==> src/bsam_pkg.sv <==
// ----------------------------------------------------------------------------
// bsam_pkg
// Shared types and constants for the cartridge bank-switching address mapper.
// ----------------------------------------------------------------------------
package bsam_pkg;

    typedef enum logic [1:0] {
        OP_CPU_WRITE = 2'd0,
        OP_CPU_READ  = 2'd1,
        OP_CHR_READ  = 2'd2,
        OP_RESERVED  = 2'd3
    } opcode_t;

    localparam int unsigned BANK_COUNT   = 8;
    localparam int unsigned BANK_IDX_W   = 3;
    localparam int unsigned BANK_W       = 8;
    localparam int unsigned OFFSET_W     = 19;
    localparam int unsigned CNT_W        = 7;
    localparam int unsigned PRG_BANK_W   = 6;
    localparam int unsigned LOW_W        = 13;

    localparam logic [CNT_W-1:0] PRG_BANK_COUNT_RESET = 7'd64;

    // Bank register indexes that bound the special load rules, and the first 1KB graphics bank.
    localparam logic [BANK_IDX_W-1:0] BANK_CHR_2K_LAST = 3'd1;
    localparam logic [BANK_IDX_W-1:0] BANK_PRG_FIRST   = 3'd6;
    localparam logic [BANK_IDX_W-1:0] BANK_PRG_SECOND  = 3'd7;
    localparam logic [BANK_IDX_W-1:0] BANK_CHR_1K_BASE = 3'd2;

    // Top address bits of the register windows and of the graphics space.
    localparam logic [2:0] WIN_BANK_CTRL  = 3'b100;
    localparam logic [2:0] WIN_MIRROR     = 3'b101;
    localparam logic [2:0] WIN_CHR_SPACE  = 3'b000;

endpackage

==> src/bank_switch_address_mapper.sv <==
// An accepted transaction is held in stage 1 while its bank entry is read, and
// its result is then registered in the output register; an output stall holds both.
// Throughput: one transaction per cycle while the output is not stalled; the bank
// memory has one read and one write port, and each transaction uses at most one of them.
// Reset: the bank count returns to 64, mirroring to horizontal, all other
// control state and the bank registers to zero; no clearing pass is needed.
// ----------------------------------------------------------------------------
// bank_switch_address_mapper
// Translates CPU and pattern-table accesses into program and graphics memory
// offsets, with the eight bank registers held in a small synchronous memory.
// ----------------------------------------------------------------------------
module bank_switch_address_mapper
(
    input  logic                                 clk,
    input  logic                                 rst_n,

    input  logic                                 cfg_we,
    input  logic [bsam_pkg::CNT_W-1:0]           cfg_wdata,

    input  logic                                 req_valid,
    output logic                                 req_stall,
    input  logic [1:0]                           opcode,
    input  logic [15:0]                          address,
    input  logic [7:0]                           write_value,

    output logic                                 rsp_valid,
    input  logic                                 rsp_stall,
    output logic [bsam_pkg::OFFSET_W-1:0]        mapped_offset,
    output logic                                 mapped_valid,
    output logic                                 mirror_horizontal
);

    typedef enum logic [2:0] {
        K_NONE,
        K_DIRECT,
        K_PRG_MEM,
        K_PRG_FIXED,
        K_CHR
    } kind_t;

    // Control registers
    logic [bsam_pkg::CNT_W-1:0]      prg_bank_count_reg;
    logic [bsam_pkg::BANK_IDX_W-1:0] register_select_reg, register_select_next;
    logic                            prg_swap_mode_reg, prg_swap_mode_next;
    logic                            chr_invert_reg, chr_invert_next;
    logic                            mirroring_reg, mirroring_next;

    // Bank register memory with per-entry valid bits (unwritten reads as zero)
    logic [bsam_pkg::BANK_W-1:0]     bank_mem [bsam_pkg::BANK_COUNT];
    logic [bsam_pkg::BANK_COUNT-1:0] bank_vld_reg;
    logic [bsam_pkg::BANK_W-1:0]     rd_data_reg;
    logic                            rd_vld_reg;

    logic                            mem_we;
    logic [bsam_pkg::BANK_IDX_W-1:0] mem_waddr;
    logic [bsam_pkg::BANK_W-1:0]     mem_wdata;
    logic                            mem_re;
    logic [bsam_pkg::BANK_IDX_W-1:0] mem_raddr;

    // Stage 1: memory read in flight
    logic                              s1_valid_reg;
    kind_t                             s1_kind_reg, s1_kind_next;
    logic [bsam_pkg::LOW_W-1:0]        s1_low_reg, s1_low_next;
    logic [bsam_pkg::PRG_BANK_W-1:0]   s1_fixed_reg, s1_fixed_next;
    logic                              s1_mirror_reg;

    // Output register
    logic                              rsp_valid_reg;
    logic [bsam_pkg::OFFSET_W-1:0]     rsp_offset_reg, rsp_offset_next;
    logic                              rsp_mapped_reg, rsp_mapped_next;
    logic                              rsp_mirror_reg;

    logic                              req_accept;
    logic                              s1_advance;
    logic                              rsp_free;

    bsam_pkg::opcode_t                 op;
    logic [1:0]                        prg_window;
    logic [12:0]                       chr_addr;
    logic [bsam_pkg::PRG_BANK_W-1:0]   cnt_minus_one;
    logic [bsam_pkg::PRG_BANK_W-1:0]   cnt_minus_two;
    logic [bsam_pkg::BANK_W-1:0]       bank_value;

    assign op            = bsam_pkg::opcode_t'(opcode);
    assign cnt_minus_one = prg_bank_count_reg[bsam_pkg::PRG_BANK_W-1:0] - 6'd1;
    assign cnt_minus_two = prg_bank_count_reg[bsam_pkg::PRG_BANK_W-1:0] - 6'd2;

    assign rsp_free   = !rsp_valid_reg || !rsp_stall;
    assign s1_advance = s1_valid_reg && rsp_free;
    assign req_stall  = s1_valid_reg && !rsp_free;
    assign req_accept = req_valid && !req_stall;

    // Mode 1 swaps the first and third program windows.
    assign prg_window = (prg_swap_mode_reg && !address[13]) ?
                        (address[14:13] ^ 2'b10) : address[14:13];
    assign chr_addr   = address[12:0] ^ {chr_invert_reg, 12'b0};

    // Decode of the incoming transaction: state updates and memory access.
    always_comb
    begin
        register_select_next = register_select_reg;
        prg_swap_mode_next   = prg_swap_mode_reg;
        chr_invert_next      = chr_invert_reg;
        mirroring_next       = mirroring_reg;
        mem_we               = 1'b0;
        mem_waddr            = register_select_reg;
        mem_wdata            = write_value;
        mem_re               = 1'b0;
        mem_raddr            = bsam_pkg::BANK_PRG_FIRST;
        s1_kind_next         = K_NONE;
        s1_low_next          = address[12:0];
        s1_fixed_next        = cnt_minus_one;

        unique case (op)
            bsam_pkg::OP_CPU_WRITE:
            begin
                if (address[15:13] == bsam_pkg::WIN_BANK_CTRL) begin
                    if (!address[0]) begin
                        register_select_next = write_value[2:0];
                        prg_swap_mode_next   = write_value[6];
                        chr_invert_next      = write_value[7];
                    end
                    else begin
                        mem_we = req_accept;
                        if (register_select_reg <= bsam_pkg::BANK_CHR_2K_LAST)
                            mem_wdata = {write_value[7:1], 1'b0};
                        else if (register_select_reg >= bsam_pkg::BANK_PRG_FIRST)
                            mem_wdata = {2'b00, write_value[5:0] & cnt_minus_one};
                        else
                            mem_wdata = write_value;
                    end
                end
                else if (address[15:13] == bsam_pkg::WIN_MIRROR && !address[0]) begin
                    mirroring_next = write_value[0];
                end
            end
            bsam_pkg::OP_CPU_READ:
            begin
                if (address[15]) begin
                    unique case (prg_window)
                        2'd0:
                        begin
                            s1_kind_next = K_PRG_MEM;
                            mem_re       = req_accept;
                            mem_raddr    = bsam_pkg::BANK_PRG_FIRST;
                        end
                        2'd1:
                        begin
                            s1_kind_next = K_PRG_MEM;
                            mem_re       = req_accept;
                            mem_raddr    = bsam_pkg::BANK_PRG_SECOND;
                        end
                        2'd2:
                        begin
                            s1_kind_next  = K_PRG_FIXED;
                            s1_fixed_next = cnt_minus_two;
                        end
                        default:
                        begin
                            s1_kind_next  = K_PRG_FIXED;
                            s1_fixed_next = cnt_minus_one;
                        end
                    endcase
                end
                else if (address[14:13] == 2'b11) begin
                    s1_kind_next = K_DIRECT;
                end
            end
            bsam_pkg::OP_CHR_READ:
            begin
                if (address[15:13] == bsam_pkg::WIN_CHR_SPACE) begin
                    s1_kind_next = K_CHR;
                    mem_re       = req_accept;
                    if (!chr_addr[12]) begin
                        mem_raddr   = {2'b00, chr_addr[11]};
                        s1_low_next = {2'b00, chr_addr[10:0]};
                    end
                    else begin
                        mem_raddr   = bsam_pkg::BANK_CHR_1K_BASE + {1'b0, chr_addr[11:10]};
                        s1_low_next = {3'b000, chr_addr[9:0]};
                    end
                end
            end
            default:
            begin
                s1_kind_next = K_NONE;
            end
        endcase
    end

    // Configuration and control state
    always_ff @(posedge clk or negedge rst_n)
    begin
        if (!rst_n) begin
            prg_bank_count_reg  <= bsam_pkg::PRG_BANK_COUNT_RESET;
            register_select_reg <= '0;
            prg_swap_mode_reg   <= 1'b0;
            chr_invert_reg      <= 1'b0;
            mirroring_reg       <= 1'b1;
            bank_vld_reg        <= '0;
        end
        else begin
            if (cfg_we)
                prg_bank_count_reg <= cfg_wdata;
            if (req_accept) begin
                register_select_reg <= register_select_next;
                prg_swap_mode_reg   <= prg_swap_mode_next;
                chr_invert_reg      <= chr_invert_next;
                mirroring_reg       <= mirroring_next;
            end
            if (mem_we)
                bank_vld_reg[mem_waddr] <= 1'b1;
        end
    end

    // Bank memory. A write and a read never fall in the same cycle, and a read
    // in the cycle after a write already sees the new entry.
    always_ff @(posedge clk)
    begin
        if (mem_we)
            bank_mem[mem_waddr] <= mem_wdata;
        if (mem_re) begin
            rd_data_reg <= bank_mem[mem_raddr];
            rd_vld_reg  <= bank_vld_reg[mem_raddr];
        end
    end

    // Stage 1 holds the transaction while its bank entry is read.
    always_ff @(posedge clk or negedge rst_n)
    begin
        if (!rst_n)
            s1_valid_reg <= 1'b0;
        else if (req_accept)
            s1_valid_reg <= 1'b1;
        else if (s1_advance)
            s1_valid_reg <= 1'b0;
    end

    always_ff @(posedge clk)
    begin
        if (req_accept) begin
            s1_kind_reg   <= s1_kind_next;
            s1_low_reg    <= s1_low_next;
            s1_fixed_reg  <= s1_fixed_next;
            s1_mirror_reg <= mirroring_next;
        end
    end

    assign bank_value = rd_vld_reg ? rd_data_reg : '0;

    always_comb
    begin
        rsp_mapped_next = 1'b1;
        unique case (s1_kind_reg)
            K_DIRECT:
                rsp_offset_next = {6'b0, s1_low_reg};
            K_PRG_MEM:
                rsp_offset_next = {bank_value[bsam_pkg::PRG_BANK_W-1:0], s1_low_reg};
            K_PRG_FIXED:
                rsp_offset_next = {s1_fixed_reg, s1_low_reg};
            K_CHR:
                rsp_offset_next = {1'b0, bank_value, 10'b0} + {6'b0, s1_low_reg};
            default:
            begin
                rsp_offset_next = '0;
                rsp_mapped_next = 1'b0;
            end
        endcase
    end

    // Output register
    always_ff @(posedge clk or negedge rst_n)
    begin
        if (!rst_n)
            rsp_valid_reg <= 1'b0;
        else if (s1_advance)
            rsp_valid_reg <= 1'b1;
        else if (!rsp_stall)
            rsp_valid_reg <= 1'b0;
    end

    always_ff @(posedge clk)
    begin
        if (s1_advance) begin
            rsp_offset_reg <= rsp_offset_next;
            rsp_mapped_reg <= rsp_mapped_next;
            rsp_mirror_reg <= s1_mirror_reg;
        end
    end

    assign rsp_valid         = rsp_valid_reg;
    assign mapped_offset     = rsp_offset_reg;
    assign mapped_valid      = rsp_mapped_reg;
    assign mirror_horizontal = rsp_mirror_reg;

`ifndef SYNTHESIS
    property p_no_mem_collision;
        @(posedge clk) disable iff (!rst_n)
        !(mem_we && mem_re);
    endproperty
    a_no_mem_collision: assert property (p_no_mem_collision)
        else $error("bank memory read and write in the same cycle");

    property p_accept_fills_stage;
        @(posedge clk) disable iff (!rst_n)
        req_accept |=> s1_valid_reg;
    endproperty
    a_accept_fills_stage: assert property (p_accept_fills_stage)
        else $error("accepted transaction did not reach stage 1");

    property p_chr_2k_even;
        @(posedge clk) disable iff (!rst_n)
        (mem_we && mem_waddr <= bsam_pkg::BANK_CHR_2K_LAST) |-> !mem_wdata[0];
    endproperty
    a_chr_2k_even: assert property (p_chr_2k_even)
        else $error("2KB graphics bank loaded with an odd number");

    property p_unmapped_zero;
        @(posedge clk) disable iff (!rst_n)
        (rsp_valid_reg && !rsp_mapped_reg) |-> (rsp_offset_reg == '0);
    endproperty
    a_unmapped_zero: assert property (p_unmapped_zero)
        else $error("unmapped result carries a nonzero offset");
`endif

endmodule
==> config.mk <==
export PLATFORM = sky130hd
export DESIGN_NAME = bank_switch_address_mapper
export DESIGN_NICKNAME = d
export VERILOG_FILES = /design/src/bsam_pkg.sv /design/src/bank_switch_address_mapper.sv
export SDC_FILE = /design/constraint.sdc
export NUM_CORES = 1
export LEC_CHECK = 0
export ABC_AREA = 1
export BUFFER_PORTS_ARGS = -buffer_cell sky130_fd_sc_hd__buf_2
export CORE_ASPECT_RATIO = 2
export CORE_MARGIN = 2
export CORE_UTILIZATION = 35
export CTS_CLUSTER_SIZE = 20
export DETAILED_ROUTE_END_ITERATION = 12
export HOLD_SLACK_MARGIN = 0.1
export MAX_ROUTING_LAYER = met4
export PLACE_DENSITY_LB_ADDON = 0.15
export SYNTH_ARGS = -nofsm -noshare
export SYNTH_HDL_FRONTEND = slang
export SYNTH_SLANG_ARGS = --single-unit
==> constraint.sdc <==
create_clock -name clk -period 3 [get_ports clk]
set_input_delay 0.6 -clock clk [delete_from_list [all_inputs] [get_ports clk]]
set_output_delay 0.6 -clock clk [all_outputs]
set_load 0.02 [all_outputs]
==> reports/qor.txt, run 1 <==
period utilization - 76.98%
core footprint - 18,310 µm²
final hold slack - 0.1609 ns
Root Buffer - clkbuf_16
largest net degree at the start of global routing - 37
Hold WC Path Type - input port to async pin
synthesized cell area - 6512 µm²
final core utilization - 42.18%
Yosys reg bits - 139
Post-route DRC - 0
max reg flops - 64
Synth area leaders - edfxtp_1, nand2_1, dfrtp_1, inv_1, nand3_1
Max clock buf depth - 2
top cell type's share of synthesized area - 53.95%
Crit Path Class - register to register
worst path required time - 3.07 ns
crit end category - register
ys async rst share - 15.83%
CP max stage delay - 0.82 ns
Synth cell types - 34
Die Span X - 100.5 µm
PwrDens - 637.2 nW/µm²
Fin. Hold Viols - 0
Slew HR - 29.60%
WL final - 15,580 µm
Net Sw Frac - 23.84%
clock latency on the worst-skew pair - 0.42 ns
gr usage total - 17.28%
initial antenna violation count - 0
Vias - 4,578
final RePlAce weighted congestion - 0.8579
Critical R2R Launch - prg_bank_count_reg[1]$_DFFE_PN0P_
maximum VDD drop - 0.3330 mV
status - complete, no violations
CTS tree - done
DRT antenna net count - 0
routed vias/inst - 4.729
Synth area leader - edfxtp_1
Avg Inst Size Synth - 9.897 µm²
P_leak - 0.003544 µW
CP startpoint - prg_bank_count_reg[1]$_DFFE_PN0P_
internal power - 3747 µW
CTS sink cnt - 139
RSZ-0062 raised after global routing - false
routed len/inst - 16.10 µm
fin nets - 788
worst-path fanout max - 8
Iteration-0 DRC Markers - 225
die height - 196.9 µm
initial core utilization - 35.58%
Post-Syn Instances - 658
Primary FF master, synth - edfxtp_1
dpl cells - 938
cells along the critical path - inv_1 > ha_1 > inv_1 > nor2_1 > nand2_1 > nand2_1 > inv_1 > a21boi_0
Layout Skew - 0.005546 ns
# H-tree levels - 4
Comb pwr share - 9.4%
site row count - 70
setup TNS - 0 ns
Mapped Nets - 705
Max Cap Viol - 0
Flop pwr share - 46.0%
Worst-Margin Slew - 1.047 ns
post-CTS setup repair buffer count - 0
slowest stage cell, crit path - a21boi_0
clock transition at the registers of the reported paths - 0.06 ns
WP data arrival - 2.38 ns
detailed placement HPWL - 11,630 µm
commonest cells in the netlist - nand2_1, inv_1, edfxtp_1
most frequent cell after synthesis - nand2_1
Pins Over Slew Limit - 0
share of cells above drive strength 1 - 16.76%
grt ovf - 0
vias in the first global route - 4,632
Final Setup Violations - 0
Tmin final - 2.309 ns
Fmax - 433.0 MHz
CTS Buf Count - 17
first-pass GRT wire length - 24,210 µm
Die Area - 19,780 µm²
Final WS setup - 0.6906 ns
sequential-to-total area share from yosys stat - 62.42%
Post-synth EDFFs - 117
Switch Pwr - 1173 µW
synthesis warning total - 0
clock share of power - 44.7%
pre-CTS setup slack - 0.4447 ns
cell mode on critical path - inv_1
Buf+Inv Stages, Crit Path - 3
Layout Cells excl Fill - 968
drt first pass iters - 6
layout overhead on the synthesized area - 18.56%
Crit path max-delay family - compound AO/OA/AOI/OAI gates
Startpoint Class - register
hold_buf cts - 0
Ant. Diodes - 0
CTS resizes - 0
IO Pins - 61
number of port buffers - 59
[stage by stage]
step	power (µW)	cell area, µm²
2_1_floorplan	2585	6513
3_3_place_gp	2763	7103
3_5_place_dp	2772	7103
4_1_cts	4973	7721
5_1_grt	5114	7721
6_report	4920	7721
[power groups by stage]
stage	sequential, µW	combinational [µW]	clock [µW]
after floorplan	2330	251	0
after global placement	2300	462	0
after detailed placement	2300	468	0
after CTS	2260	470	2240
after global routing	2270	521	2320
final	2260	461	2200
[cell type report]
class                           count  area (µm²)
Sequential cell                   139        4065
Multi-Input combinational cell    370        1823
Tap cell                          216       270.3
Inverter                          135       506.7
Timing Repair Buffer               78       437.9
Clock inverter                     13       192.7
Fill cell                        1790       10580
Clock buffer                       17       425.4
[layout by cell type, fill, tap and decap left out, types with 3 or more instances in the layout]
| master | count |
|---|---|
| inv_6 | 3 |
| bufinv_16 | 4 |
| nor2_1 | 40 |
| xor2_1 | 6 |
| a21oi_1 | 7 |
| nor2_2 | 6 |
| buf_2 | 59 |
| clkinv_4 | 3 |
| o21ai_0 | 29 |
| edfxtp_1 | 117 |
| dfrtp_1 | 21 |
| clkbuf_16 | 17 |
| buf_4 | 19 |
| o21a_1 | 3 |
| inv_1 | 133 |
| a21boi_0 | 3 |
| nor3_1 | 3 |
| nand3_1 | 92 |
| nand2_1 | 152 |
| ha_1 | 8 |
[logic make-up (layout without fill, tap and decap cells)]
logic type	after synthesis	after routing	synth area share (%)
muxes	2	2	0.3074
DFF	139	139	62.42
xor gates and xnor gates	7	7	0.9414
buffers and inverters	149	243	9.645
AOI/OAI and AO/OA	51	51	4.611
and+or+nand+nor	301	301	20.23
adders and majority gates	9	9	1.844
[final timing paths]
| check | slack [ns] | cells after the start | end |
|---|---|---|---|
| hold / removal | 0.16 | 1 | prg_bank_count_reg[5]$_DFFE_PN0P_ |
| setup reg to reg | 0.69 | 8 | bank_mem[4][3]$_DFFE_PP_ |
| hold reg to reg | 0.44 | 0 | mirror_horizontal$_DFFE_PP_ |
| max in group asynchronous | 2.46 | 1 | mirroring_reg$_DFFE_PN1N_ |
| min in group clk | 0.36 | 1 | s1_low_reg[7]$_DFFE_PN_ |
| setup / recovery | 0.69 | 8 | bank_mem[4][3]$_DFFE_PP_ |
[per-layer routing]
metal	share of wire [%]	up-vias	wire, µm	global-route usage (%)
met4	3.5	0	542	8.067
met5	0	-	0	-
met1	36	2167	5565	15.81
met3	3.1	24	490	4.184
li1	-	2294	-	-
met2	58	93	8982	32.54
Power figures use the tool's default switching activity.
==> inputs of run 2 (changes only) <==
--- a/config.mk
+++ b/config.mk
@@ -5,7 +5,7 @@
 export SDC_FILE = /design/constraint.sdc
 export NUM_CORES = 1
 export LEC_CHECK = 0
-export ABC_AREA = 1
+export ABC_AREA = 0
 export BUFFER_PORTS_ARGS = -buffer_cell sky130_fd_sc_hd__buf_2
 export CORE_ASPECT_RATIO = 2
 export CORE_MARGIN = 2
==> constraint.sdc (replaced) <==
create_clock -name clk -period 2.05 [get_ports clk]
set_input_delay 0.41 -clock clk [delete_from_list [all_inputs] [get_ports clk]]
set_output_delay 0.41 -clock clk [all_outputs]
set_load 0.02 [all_outputs]
==> run 2 against run 1 <==
The flow now finishes with violations (setup timing). Synthesized cell count down 38%. Count of clock-buffer cells in the layout up 1. Final cell count down 22%. Via count down 19%. Critical endpoint is now rd_data_reg[5]$_DFFE_PP_.
==> reports/qor.txt, run 2 <==
commonest cells in the netlist - edfxtp_1, nand2_1, dfrtp_1
routed vias/inst - 4.885
Area after DPL - 7039 µm²
Iteration-0 DRC Markers - 134
Synth area leader - edfxtp_1
Layout Skew - 0.005822 ns
dpl cells - 720
Buf+Inv Stages, Crit Path - 2
gr usage total - 16.57%
Max Cap Viol - 0
setup TNS - -1.640 ns
Slew HR - 49.61%
fin nets - 586
synthesis warning total - 0
detailed placement HPWL - 10,130 µm
Switch Pwr - 1596 µW
post-route cell area - 7775 µm²
internal power - 5437 µW
Flop pwr share - 46.6%
cells along the critical path - buf_4 > xor2_1 > or4_4 > a311oi_4 > buf_12 > mux2i_2 > o22ai_1
Synth cell types - 54
multi-input logic area - 1899 µm²
Crit Path Class - register to register
Hold WC Path Type - input port to register
max reg flops - 64
Root Buffer - clkbuf_16
initial antenna violation count - 0
die height - 189.0 µm
crit end category - register
Fin. Hold Viols - 0
CTS Buf Count - 17
IO Pins - 61
period utilization - 109.4%
Tmin final - 2.242 ns
most frequent cell after synthesis - edfxtp_1
Final WS setup - -0.1921 ns
Post-synth EDFFs - 117
synthesized cell area - 5987 µm²
site row count - 67
initial core utilization - 35.71%
Mapped Nets - 458
core footprint - 16,770 µm²
failing checks - setup timing
ys async rst share - 15.83%
FF+latch area - 4065 µm²
Max clock buf depth - 2
share of cells above drive strength 1 - 36.96%
WL final - 13,590 µm
Post-route DRC - 0
worst path required time - 2.21 ns
CP max stage delay - 0.43 ns
routed len/inst - 17.90 µm
Avg Inst Size Synth - 14.57 µm²
CTS tree - done
status - finished with violations
final RePlAce weighted congestion - 0.8013
Synth area leaders - edfxtp_1, dfrtp_1, mux2i_1, nand2_1, mux2_2
first-pass GRT wire length - 21,460 µm
layout overhead on the synthesized area - 29.86%
drt first pass iters - 5
most frequent cells in the layout - edfxtp_1, buf_2, buf_4
Final Setup Violations - 12
Ant. Diodes - 0
Pins Over Slew Limit - 0
Yosys reg bits - 139
Layout Cells excl Fill - 759
WP data arrival - 2.40 ns
Startpoint Class - register
PwrDens - 904.6 nW/µm²
Primary FF master, synth - edfxtp_1
Post-Syn Instances - 411
top cell type's share of synthesized area - 58.68%
number of port buffers - 59
Die Span X - 96.48 µm
Die Area - 18,230 µm²
largest net degree at the start of global routing - 25
Vias - 3,708
worst-path fanout max - 14
Net Sw Frac - 22.69%
Comb pwr share - 9.5%
clock transition at the registers of the reported paths - 0.06 ns
Worst-Margin Slew - 0.7491 ns
grt ovf - 0
sequential-to-total area share from yosys stat - 67.90%
Crit path max-delay family - simple AND/OR/NAND/NOR gates
# H-tree levels - 4
CTS sink cnt - 139
vias in the first global route - 4,126
fill count - 1,537
clock share of power - 43.8%
Fmax - 446.0 MHz
commonest non-fill, non-tap cell in the layout - edfxtp_1
clock latency on the worst-skew pair - 0.41 ns
DRT antenna net count - 0
P_leak - 0.002975 µW
slowest stage cell, crit path - or4_4
RSZ-0062 raised after global routing - true
maximum VDD drop - 0.4696 mV
final hold slack - 0.1768 ns
[run 2: changes by cell type after synthesis, sizes merged, moves of 15 or more]
| cell | change |
|---|---|
| o21ai | -19 |
| inv | -122 |
| nand2 | -123 |
| nand3 | -85 |
| nor2 | -30 |
| o22ai | +15 |
[run 2: final timing paths]
kind                                            startpoint                           endpoint  slack (ns)  depth (start not counted)
worst max-delay path            chr_invert_reg$_DFFE_PN0P_           rd_data_reg[5]$_DFFE_PP_       -0.19                          7
worst min-delay path                            address[4]            s1_low_reg[4]$_DFFE_PN_        0.18                          1
worst max register to register  chr_invert_reg$_DFFE_PN0P_           rd_data_reg[5]$_DFFE_PP_       -0.19                          7
worst min register to register     s1_mirror_reg$_DFFE_PN_        mirror_horizontal$_DFFE_PP_        0.42                          0
max in group asynchronous                            rst_n  prg_bank_count_reg[3]$_DFFE_PN0P_        1.12                          2
min in group asynchronous                            rst_n        bank_vld_reg[5]$_DFFE_PN0P_        0.53                          2
[run 2: stage by stage]
step / total power [µW] / setup WS [ns] / util (%)
2_1_floorplan: 3712 / -0.2571 / -
3_3_place_gp: 3987 / -0.4821 / 41.99
3_5_place_dp: 4000 / -0.5206 / 41.99
4_1_cts: 7115 / -0.2101 / 46.13
5_1_grt: 7330 / -0.2843 / 46.37
6_report: 7034 / -0.1921 / 46.37
[run 2: worst reg2reg max path, delay by kind of cell, from the launching register on]
family | cells | cell delay [ns]
and+or+nand+nor | 1 | 0.43
DFF | 1 | 0.39
AOI/OAI and AO/OA | 2 | 0.39
buffers and inverters | 2 | 0.35
muxes | 1 | 0.26
xor gates and xnor gates | 1 | 0.17
[run 2: per-layer routing]
layer	vias to the layer above	wire [µm]	share of wire, %	global-route usage (%)
met4	0	459	3.4	8.613
met2	73	8018	59	30.58
met3	24	448	3.3	3.542
met5	-	0	0	-
met1	1803	4664	34	15.25
li1	1808	-	-	-
[run 2: cell families after synthesis]
family	synth area share, %
compound gates	8.924
xor+xnor	2.780
fa+ha+maj	2.341
simple gates	12.02
flops	67.90
buf+inv	2.173
mux	3.866
[run 2: final cells by class]
class | count | share of cell area [%]
clock inverters | 14 | 2.205
well taps | 207 | 3.331
repair buffers | 124 | 11.49
inverters | 12 | 0.7403
clock buffers | 18 | 5.520
multi-input cells | 245 | 24.43
flip-flops and latches | 139 | 52.29
[run 2: power groups by stage]
stage | Combinational, µW | Sequential (µW) | Clock (µW)
3_3_place_gp | 653 | 3330 | 0
6_report | 671 | 3280 | 3080
3_5_place_dp | 663 | 3340 | 0
2_1_floorplan | 341 | 3370 | 0
5_1_grt | 749 | 3290 | 3290
4_1_cts | 681 | 3280 | 3150
[run 2: what timing repair did]
| action | CTS | global route |
|---|---|---|
| buffers inserted | 4 | 1 |
| cloned | 1 | 0 |
| hold buffers | 1 | 0 |
| endpoints found under the hold margin | 21 | 0 |
| endpoints found under the setup margin | 13 | 13 |
| pin swaps | 2 | 4 |
| resized for setup | 4 | 5 |
